### config.mk
export PLATFORM = sky130hd
export DESIGN_NAME = substring_occurrence_counter_top
export DESIGN_NICKNAME = d
export VERILOG_FILES = /design/src/rtl/core/suc_pkg.sv /design/src/rtl/core/suc_cfg_regs.sv /design/src/rtl/core/suc_match_unit.sv /design/src/rtl/core/substring_occurrence_counter_top.sv
export SDC_FILE = /design/constraint.sdc
export NUM_CORES = 2
export LEC_CHECK = 0
export BUFFER_PORTS_ARGS = -buffer_cell sky130_fd_sc_hd__clkbuf_2
export CAP_MARGIN = 0
export CORE_AREA = 2 2 368 370
export DETAILED_ROUTE_END_ITERATION = 12
export DIE_AREA = 0 0 370 372
export HOLD_SLACK_MARGIN = 0.1
export MAX_ROUTING_LAYER = met4
export SLEW_MARGIN = 25
export SYNTH_ARGS = -nofsm -noshare
export SYNTH_HDL_FRONTEND = slang
export SYNTH_HIERARCHICAL = 1
export SYNTH_SLANG_ARGS = --single-unit
### constraint.sdc
create_clock -name i_clk -period 9.9 [get_ports i_clk]
set_input_delay 0.495 -clock i_clk [delete_from_list [all_inputs] [get_ports i_clk]]
set_output_delay 0.495 -clock i_clk [all_outputs]
set_load 0.01 [all_outputs]
### src/rtl/core/suc_pkg.sv
// Shared types and constants for the substring occurrence counter.
// No dependencies; imported by every module of the block.
package suc_pkg;

    localparam int MAX_PATTERN_LEN_DEF = 32;
    localparam int CFG_PAT_BYTES       = 32;
    localparam int CFG_PAT_REGS        = 4;
    localparam int PAT_IDX_W           = 5;
    localparam int LEN_W               = 6;
    localparam int CFG_IDX_W           = 3;
    localparam int CFG_DATA_W          = 64;
    localparam int COUNT_W             = 32;

    localparam logic [LEN_W-1:0] FILL_CAP    = 6'd63;
    localparam logic [LEN_W-1:0] LEN_RESET   = 6'd1;
    localparam logic [7:0]       BYTE_NUL     = 8'h00;
    localparam logic [7:0]       BYTE_NEWLINE = 8'h0A;

    typedef enum logic [CFG_IDX_W-1:0] {
        REG_PAT_LEN   = 3'd0,
        REG_PAT_0_7   = 3'd1,
        REG_PAT_8_15  = 3'd2,
        REG_PAT_16_23 = 3'd3,
        REG_PAT_24_31 = 3'd4
    } t_cfg_reg;

    typedef struct packed {
        logic [LEN_W-1:0]                  len;
        logic [CFG_PAT_BYTES-1:0][7:0]     pat;
    } t_cfg;

endpackage

### src/rtl/core/suc_cfg_regs.sv
// Configuration registers: pattern length (clamped) and pattern bytes.
// Depends on suc_pkg.
module suc_cfg_regs import suc_pkg::*; #(
    parameter int MAX_PATTERN_LEN = MAX_PATTERN_LEN_DEF
) (
    input  logic                  i_clk,
    input  logic                  i_rst_n,
    input  logic                  i_cfg_valid,
    output logic                  o_cfg_ready,
    input  logic [CFG_IDX_W-1:0]  i_cfg_index,
    input  logic [CFG_DATA_W-1:0] i_cfg_data,
    output t_cfg                  o_cfg
);

    logic [LEN_W-1:0]                        r_len;
    logic [CFG_PAT_REGS-1:0][CFG_DATA_W-1:0] r_pat;

    assign o_cfg_ready = 1'b1;

    always_ff @(posedge i_clk) begin
        if (!i_rst_n) begin
            r_len <= LEN_RESET;
            r_pat <= '0;
        end else if (i_cfg_valid) begin
            unique case (i_cfg_index)
                REG_PAT_LEN:   r_len    <= i_cfg_data[LEN_W-1:0];
                REG_PAT_0_7:   r_pat[0] <= i_cfg_data;
                REG_PAT_8_15:  r_pat[1] <= i_cfg_data;
                REG_PAT_16_23: r_pat[2] <= i_cfg_data;
                REG_PAT_24_31: r_pat[3] <= i_cfg_data;
                default: begin
                end
            endcase
        end
    end

    always_comb begin
        if ({1'b0, r_len} > (LEN_W+1)'(MAX_PATTERN_LEN)) begin
            o_cfg.len = LEN_W'(MAX_PATTERN_LEN);
        end else begin
            o_cfg.len = r_len;
        end
        o_cfg.pat = r_pat;
    end

endmodule

### src/rtl/core/suc_match_unit.sv
// Parallel byte comparators: text window against the reversed pattern.
// Depends on suc_pkg.
module suc_match_unit import suc_pkg::*; #(
    parameter  int MAX_PATTERN_LEN = MAX_PATTERN_LEN_DEF,
    localparam int HIST_DEPTH      = (MAX_PATTERN_LEN > 1) ? MAX_PATTERN_LEN - 1 : 1
) (
    input  logic [7:0]                 i_text_byte,
    input  logic [HIST_DEPTH-1:0][7:0] i_hist,
    input  t_cfg                       i_cfg,
    output logic                       o_equal
);

    logic [MAX_PATTERN_LEN-1:0] lane_ok;

    for (genvar k = 0; k < MAX_PATTERN_LEN; k++) begin : g_lane
        logic [7:0]       w_text;
        logic [LEN_W-1:0] w_pos;
        logic [7:0]       w_pat;

        if (k == 0) begin : g_head
            assign w_text = i_text_byte;
        end else begin : g_tail
            assign w_text = i_hist[k-1];
        end

        assign w_pos = i_cfg.len - LEN_W'(k) - LEN_W'(1);
        assign w_pat = (w_pos >= LEN_W'(CFG_PAT_BYTES)) ? BYTE_NUL
                                                        : i_cfg.pat[w_pos[PAT_IDX_W-1:0]];
        assign lane_ok[k] = (LEN_W'(k) >= i_cfg.len) || (w_text == w_pat);
    end

    assign o_equal = &lane_ok;

endmodule

### src/rtl/core/substring_occurrence_counter_top.sv
// Top level of the substring occurrence counter: input register, line state,
// match decision and result register. Depends on suc_pkg, suc_cfg_regs, suc_match_unit.
//
// Usage:
//   Input channel (i_in_valid / o_in_stall) carries one text byte per beat with
//   an end-of-file flag on the last byte of a file. Output channel
//   (o_out_valid / i_out_stall) carries one occurrence count per file.
//   Configuration channel (i_cfg_valid / o_cfg_ready, always ready) writes the
//   pattern length (index 0) and the four pattern byte words (index 1 to 4);
//   write it only while no byte is in flight.
//   Throughput: one byte per cycle while no end-of-file byte waits. A byte sits
//   in the input register while the comparators and line logic evaluate it, and
//   the count of a file goes from there into the result register, which drives
//   o_occurrence_count.
//   When the receiver stalls, the count holds in the result register; bytes
//   that do not end a file keep flowing, and an end-of-file byte waits in the
//   input register, which stalls the input channel, until the result
//   register is free.
//   Reset: pattern length 1, pattern bytes zero, count and line state cleared,
//   both registers empty.
module substring_occurrence_counter_top import suc_pkg::*; #(
    parameter int MAX_PATTERN_LEN = MAX_PATTERN_LEN_DEF
) (
    input  logic                  i_clk,
    input  logic                  i_rst_n,
    input  logic                  i_in_valid,
    output logic                  o_in_stall,
    input  logic [7:0]            i_text_byte,
    input  logic                  i_end_of_file,
    output logic                  o_out_valid,
    input  logic                  i_out_stall,
    output logic [COUNT_W-1:0]    o_occurrence_count,
    input  logic                  i_cfg_valid,
    output logic                  o_cfg_ready,
    input  logic [CFG_IDX_W-1:0]  i_cfg_index,
    input  logic [CFG_DATA_W-1:0] i_cfg_data
);

    localparam int HIST_DEPTH = (MAX_PATTERN_LEN > 1) ? MAX_PATTERN_LEN - 1 : 1;

    t_cfg cfg;

    logic                       r_in_valid;
    logic [7:0]                 r_in_byte;
    logic                       r_in_eof;
    logic                       r_out_valid;
    logic [COUNT_W-1:0]         r_out_count;
    logic [HIST_DEPTH-1:0][7:0] r_hist;
    logic [LEN_W-1:0]           r_fill;
    logic [LEN_W-1:0]           r_skip;
    logic                       r_hidden;
    logic [COUNT_W-1:0]         r_total;

    logic [HIST_DEPTH-1:0][7:0] n_hist;
    logic [LEN_W-1:0]           n_fill;
    logic [LEN_W-1:0]           n_skip;
    logic                       n_hidden;
    logic [COUNT_W-1:0]         n_total;

    logic equal;
    logic hit;
    logic advance;
    logic in_accept;
    logic out_take;

    suc_cfg_regs #(
        .MAX_PATTERN_LEN(MAX_PATTERN_LEN)
    ) u_cfg_regs (
        .i_clk       (i_clk),
        .i_rst_n     (i_rst_n),
        .i_cfg_valid (i_cfg_valid),
        .o_cfg_ready (o_cfg_ready),
        .i_cfg_index (i_cfg_index),
        .i_cfg_data  (i_cfg_data),
        .o_cfg       (cfg)
    );

    suc_match_unit #(
        .MAX_PATTERN_LEN(MAX_PATTERN_LEN)
    ) u_match_unit (
        .i_text_byte (r_in_byte),
        .i_hist      (r_hist),
        .i_cfg       (cfg),
        .o_equal     (equal)
    );

    assign out_take   = r_out_valid && !i_out_stall;
    assign advance    = r_in_valid && (!r_in_eof || !r_out_valid || !i_out_stall);
    assign o_in_stall = r_in_valid && !advance;
    assign in_accept  = i_in_valid && !o_in_stall;

    assign o_out_valid        = r_out_valid;
    assign o_occurrence_count = r_out_count;

    always_comb begin
        n_hidden = r_hidden || (r_in_byte == BYTE_NUL);
        n_fill   = (r_fill < FILL_CAP) ? r_fill + LEN_W'(1) : r_fill;
        hit      = (r_skip == '0) && !n_hidden && (cfg.len != '0)
                   && (n_fill >= cfg.len) && equal;
        n_total  = r_total;
        if (r_skip != '0) begin
            n_skip = r_skip - LEN_W'(1);
        end else if (hit) begin
            n_skip = cfg.len - LEN_W'(1);
        end else begin
            n_skip = r_skip;
        end
        if (hit && (r_total != '1)) begin
            n_total = r_total + COUNT_W'(1);
        end
        n_hist[0] = r_in_byte;
        for (int i = 1; i < HIST_DEPTH; i++) begin
            n_hist[i] = r_hist[i-1];
        end
        if (r_in_byte == BYTE_NEWLINE) begin
            n_fill   = '0;
            n_skip   = '0;
            n_hidden = 1'b0;
        end
    end

    // input register
    always_ff @(posedge i_clk) begin
        if (!i_rst_n) begin
            r_in_valid <= 1'b0;
        end else if (in_accept) begin
            r_in_valid <= 1'b1;
        end else if (advance) begin
            r_in_valid <= 1'b0;
        end
    end

    always_ff @(posedge i_clk) begin
        if (in_accept) begin
            r_in_byte <= i_text_byte;
            r_in_eof  <= i_end_of_file;
        end
    end

    // line and file state
    always_ff @(posedge i_clk) begin
        if (!i_rst_n) begin
            r_hist   <= '0;
            r_fill   <= '0;
            r_skip   <= '0;
            r_hidden <= 1'b0;
            r_total  <= '0;
        end else if (advance) begin
            if (r_in_eof) begin
                r_hist   <= '0;
                r_fill   <= '0;
                r_skip   <= '0;
                r_hidden <= 1'b0;
                r_total  <= '0;
            end else begin
                r_hist   <= n_hist;
                r_fill   <= n_fill;
                r_skip   <= n_skip;
                r_hidden <= n_hidden;
                r_total  <= n_total;
            end
        end
    end

    // result register
    always_ff @(posedge i_clk) begin
        if (!i_rst_n) begin
            r_out_valid <= 1'b0;
        end else if (advance && r_in_eof) begin
            r_out_valid <= 1'b1;
        end else if (out_take) begin
            r_out_valid <= 1'b0;
        end
    end

    always_ff @(posedge i_clk) begin
        if (advance && r_in_eof) begin
            r_out_count <= n_total;
        end
    end

    a_eof_clears_state: assert property (@(posedge i_clk) disable iff (!i_rst_n)
        advance && r_in_eof |=> r_total == '0 && r_fill == '0 && r_skip == '0 && !r_hidden)
        else $error("file state not cleared after end of file");

    a_result_from_eof: assert property (@(posedge i_clk) disable iff (!i_rst_n)
        $rose(o_out_valid) |-> $past(advance && r_in_eof))
        else $error("result raised without an end-of-file byte");

    a_eof_waits: assert property (@(posedge i_clk) disable iff (!i_rst_n)
        r_in_valid && r_in_eof && r_out_valid && i_out_stall |=> r_in_valid && r_in_eof)
        else $error("end-of-file byte lost while result stalled");

    a_hit_sets_skip: assert property (@(posedge i_clk) disable iff (!i_rst_n)
        advance && hit && !r_in_eof && (r_in_byte != BYTE_NEWLINE)
        |=> r_skip == $past(cfg.len) - LEN_W'(1))
        else $error("skip count not loaded after a match");

endmodule

; Word-level counts from Yosys, hierarchy flattened
; Cells that the tools add are included.
[word_totals]
regBits = 598
inputBits = 81
out_inout_bits = 35
[op_classes]
add_sub_neg = 65
magnitude_cmp = 99
eq_ne = 38
muxes = 113
reduce_logical = 66
[ops]
columns = cell, count
row1 = binary-select mux 8 bit (select 5 bit), 32
row2 = 2-to-1 mux 8 bit, 64
row3 = == test 8 bit, 32
row4 = 2-to-1 mux 248 bit, 1
row5 = "subtractor 6 x 1 -> 6 bit, second input constant", 33
row6 = ">= comparator 6 bit, second input constant", 32
row7 = "< comparator 5 x 6 -> 1 bit, second input constant", 32
row8 = ">= comparator 5 x 6 -> 1 bit, first input constant", 16
row9 = "subtractor 6 x 5 -> 6 bit, second input constant", 16
row10 = 2-to-1 mux 32 bit, 2
row11 = ">= comparator 4 x 6 -> 1 bit, first input constant", 8
row12 = 2-to-1 mux 6 bit, 8
row13 = "subtractor 6 x 4 -> 6 bit, second input constant", 8
row14 = logical OR 1 bit, 35
row15 = "adder 32 x 1 -> 32 bit, second input constant", 1
row16 = "inequality test 32 bit, second input constant", 1
row17 = AND reduction 32 bit, 1
row18 = ">= comparator 3 x 6 -> 1 bit, first input constant", 4
row19 = "subtractor 6 x 3 -> 6 bit, second input constant", 4
row20 = ">= comparator 1 x 6 -> 1 bit, first input constant", 2
row21 = ">= comparator 2 x 6 -> 1 bit, first input constant", 2
row22 = AND reduction 2 bit, 6
row23 = nonzero test 6 bit, 2
row24 = "subtractor 6 x 2 -> 6 bit, second input constant", 2
row25 = 16 further kinds, 37

; Longest topological paths before layout
[depth]
ltp_word = 15
depth_mapped = 35

; Modules after synthesis
; Netlist, hierarchy kept.
[by_module_without_submodules]
columns = mod, instances, cells_per_inst, area_each_um2, seq_area_each_um2
row1 = suc_match_unit, 1, 3454, 30186.5, 0.0
row2 = substring_occurrence_counter_top, 1, 1608, 13516.7, 7136.8
row3 = suc_cfg_regs, 1, 929, 9545.4, 5245.0

; Worst setup path before layout
; Ideal clock, no wire load.
[synth_timing]
path_kind = reg-to-reg
from = reg u_cfg_regs.r_len[5]
to = reg r_out_count[6] (netlist: o_occurrence_count[6]), data pin
setup_ps = 260
arrival_time_ps = 6818
path_slack_ps = 2822
path_stages_with_launch = 35
cell_sequence = dfxtp_1 nor2b_1 buf_2 inv_2 buf_4 buf_2 buf_2 buf_4 buf_4 buf_2 ha_1 buf_4 buf_2 buf_2 buf_2 buf_1 mux4_2 o211ai_1 nand4_1 a22oi_1 xnor2_1 nor4_1 a21oi_1 nor4_1 nand4_1 nor3_1 nand4_1 a311oi_2 o311ai_2 nor2_1 and4_1 clkbuf_1 buf_2 nand3_1 xnor2_1
[synth_rtl]
columns = item, line_no
row1 = start: declaration, suc_cfg_regs.sv:15  ; logic [LEN_W-1:0] r_len;
row2 = start signal: assignment, suc_cfg_regs.sv:26  ; REG_PAT_LEN: r_len <= i_cfg_data[LEN_W-1:0];
row3 = end signal: assignment, substring_occurrence_counter_top.sv:178  ; r_out_count <= n_total;
row4 = end: declaration, substring_occurrence_counter_top.sv:47  ; logic [COUNT_W-1:0] r_out_count;

==> flow_metrics.tcl <==
set metrics [dict create \
    nFillCells 13287 \
    synth_ff_type "dfxtp_1" \
    regToRegStartpoint "u_cfg_regs/r_len[5]" \
    gp_congestion 1.08 \
    die_w_um 370 \
    fin_util_pct 43.2 \
    numPortBuffers 114 \
    powerDensity_nw_per_um2 117 \
    vias 53038 \
    grt_max_degree 163 \
    htreeDepth 3 \
    clk_latency_ns 0.70 \
    period_needed_ns 8.76 \
    syn_to_final_growth_pct 9.07 \
    post_drt_wl_per_cell_um 38.0 \
    ir_drop_uv 140 \
    rsz0062_at_grt "no" \
    grt_usage_pct 42.7 \
    tns_ns 0 \
    grt_util_met1_pct 56.5 \
    clock_path_buffers 3 \
    synth_area_um2 53200 \
    vias_per_cell 6.87 \
    path_buf_inv 4 \
    final_cell_mix "nand2_1, mux2i_1, dfxtp_1, a21oi_1, nand3_1" \
    cts_tree "done" \
    nets 5972 \
    rows 135 \
    grtUsageMet3_pct 10.7 \
    fmax_ghz 0.114 \
    synthDistinctLibCells 105 \
    fp.coreArea_um2 134000 \
    final_area_um2 58100 \
    synth.ff_latch_count 598 \
    crit_fanout 47 \
    post-dp-hpwl_um 229000 \
    cts.clk_slew.worst_paths_ns 0.06 \
    syn_area_per_cell_um2 8.89 \
    stdcell_count 7725 \
    drc_errors 0 \
    hold_path.class "in2reg" \
    crit_path_end_kind "flip-flop" \
    dieArea_um2 138000 \
    cpPeakStageDelay_ns 1.00 \
    whs_endpoint "u_cfg_regs/o_cfg[172]" \
    ios 116 \
    drt_wl_total_um 294000 \
    rr_endpoint "r_total[17]" \
    async_flop_share_pct 0 \
    cts-root-buf "clkbuf_16" \
    rr_worst_depth 23 \
    skew_ns 0.0314 \
    synth-warning-count 6 \
    leakagePower_nw 20.5 \
    synthesis.instances 5991 \
    cts_setup_buffers 0 \
    grt_pass1_wl_um 401000 \
    cp_top_family "simple AND/OR/NAND/NOR gates" \
    antenna_found_initial 13 \
    grt_overflow_total 0 \
    met2_usage_pct 60.0 \
    cp.required_ns 10.54 \
    start_util_pct 39.7 \
    crit_chain "nor2b_4 > inv_1 > ha_4 > buf_4 > mux2_2 > mux4_2 > mux2i_1 > a21oi_1 > a221oi_1 > xor2_1 > nand2_1 > nor4_1 > and4b_1 > a41o_1 > nand4_1 > a311oi_2 > o311ai_2 > nor2_1 > buf_4 > nand4_2 > buf_4 > or4_1 > nand3_1" \
    dp_cells 7554 \
    synth_nets 6102 \
    finalSetupViolCount 0 \
    slew_headroom_pct 20.7 \
    first_pass_iters 8 \
    drt_iter0_drc 8176 \
    die_h_um 372 \
    setup.worst_path.start_class "flip-flop" \
    drive_above_1_share_pct 18.8 \
    worstHoldPathCells 3 \
    hold_viol_final 0 \
    place_area_um2 55400 \
    worst_ep_arrival_time_ns 9.40 \
    critPathKind "reg2reg" \
    crit_start "u_cfg_regs/r_len[5]" \
    clock_sinks 598 \
    synth_edf_count 41 \
    finalCritPeriodShare_pct 88.5 \
    ant_nets 0 \
    reg2reg_slack_ns 1.14 \
    finalMaxSlewViolations 0 \
    crit_slowest_cell "ha_4" \
    final_common_cell "nand2_1" \
    cp_common_cell "buf_4" \
    first_global_vias 47508 \
    tightest_slew_ns 1.19 \
    drv_cap 0 \
    yosysSeqAreaShare_pct 23.3 \
    cts_buffers 72 \
    outcome "finished clean" \
    grt-busiest-layer "met2" \
    worst_hold_startpoint "i_cfg_data[44]" \
]
==> metrics by stage <==
step	power, mW	worst slack [ns]	hold slack [ns]
final	6.82	1.14	0.135
after global routing	6.98	0.872	0.141
after CTS	6.80	1.29	0.100
after detailed placement	3.97	1.32	0.458
after global placement	3.96	0.939	0.453
after floorplan	3.39	2.82	0.434
==> cell usage after synthesis, drive strengths merged (25+ instances only) <==
master | instances | area (µm²)
a31oi | 64 | 400
mux2 | 244 | 2750
o22ai | 154 | 963
nor2 | 248 | 933
a22oi | 59 | 453
nor2b | 44 | 275
inv | 65 | 244
a21oi | 405 | 2030
nand3 | 380 | 1910
xnor2 | 161 | 1440
o32ai | 25 | 219
o21ai | 98 | 494
nor4 | 33 | 221
buf | 272 | 1660
nand4 | 101 | 638
or3 | 25 | 161
nand2 | 901 | 3390
ha | 30 | 375
a221oi | 34 | 298
mux2i | 750 | 7510
dfxtp | 557 | 11200
edfxtp | 41 | 1230
xor2 | 135 | 1180
a211oi | 28 | 210
nor3 | 81 | 420
clkbuf | 243 | 912
mux4 | 360 | 8110
o211ai | 48 | 365
==> flip-flops by register name, indices dropped and copies added, names as in the netlist <==
signal / flops
r_in_byte: 8
r_fill: 6
r_hist: 8
o_out_valid: 1
r_skip: 6
u_cfg_regs/r_len: 6
r_in_valid: 1
r_in_eof: 1
o_occurrence_count: 32
u_cfg_regs/o_cfg: 256
r_hidden: 1
n_hist: 240
r_total: 32
==> power breakdown <==
part,internal (mW),leakage [nW],total [mW],switching (mW)
clock,1.62,1.19,2.84,1.22
sequential,2.46,4.87,2.54,0.0731
combinational,0.448,14.4,1.44,0.992
total,4.53,20.5,6.82,2.29
==> worst min-delay path: cells and delay by family <==
kind,cells,cell delay [ns]
muxes,1,0.08
and+or+nand+nor,1,0.12
buffers and inverters,1,0.08
==> cell families after synthesis <==
| family | synth area share, % |
|---|---|
| muxes | 34.5 |
| buffers and inverters | 5.31 |
| AOI/OAI and AO/OA | 13.6 |
| other | 0.00704 |
| and+or+nand+nor | 17.8 |
| xor gates and xnor gates | 4.93 |
| DFF | 23.3 |
| adders and majority gates | 0.705 |
==> metal layers <==
metal	vias to the layer above	routed length (µm)	part of all wire, %
met5	-	0	0
met4	0	18400	6.3
met3	527	31100	11
met2	3175	123000	42
met1	26950	121000	41
li1	22386	-	-
==> how the worst max path moves through the flow <==
stage / end / slack (ns) / depth (start not counted)
floorplan: o_occurrence_count[6] / 2.82 / 34
global placement: r_total[17] / 0.94 / 23
detailed placement: r_total[17] / 1.32 / 23
CTS: r_total[17] / 1.29 / 23
global route: r_total[17] / 0.87 / 23
finish: r_total[17] / 1.14 / 23
==> cell type report <==
cell class,count,area (µm²),share of cell area [%]
Antenna cell,29,72.6,0.125
Clock buffer,89,1940,3.33
Clock inverter,39,520,0.896
Inverter,68,278,0.478
Multi-Input combinational cell,4810,38400,66.1
Sequential cell,598,12400,21.3
Tap cell,1781,2230,3.84
Timing Repair Buffer,311,2250,3.87
==> repair_timing <==
| action | CTS | global route |
|---|---|---|
| hold buffers | 14 | 0 |
| setup endpoints to repair | 0 | 0 |
| resized for setup | 0 | 0 |
| hold endpoints to repair | 18 | 0 |
(Power assumes the default switching activity.)
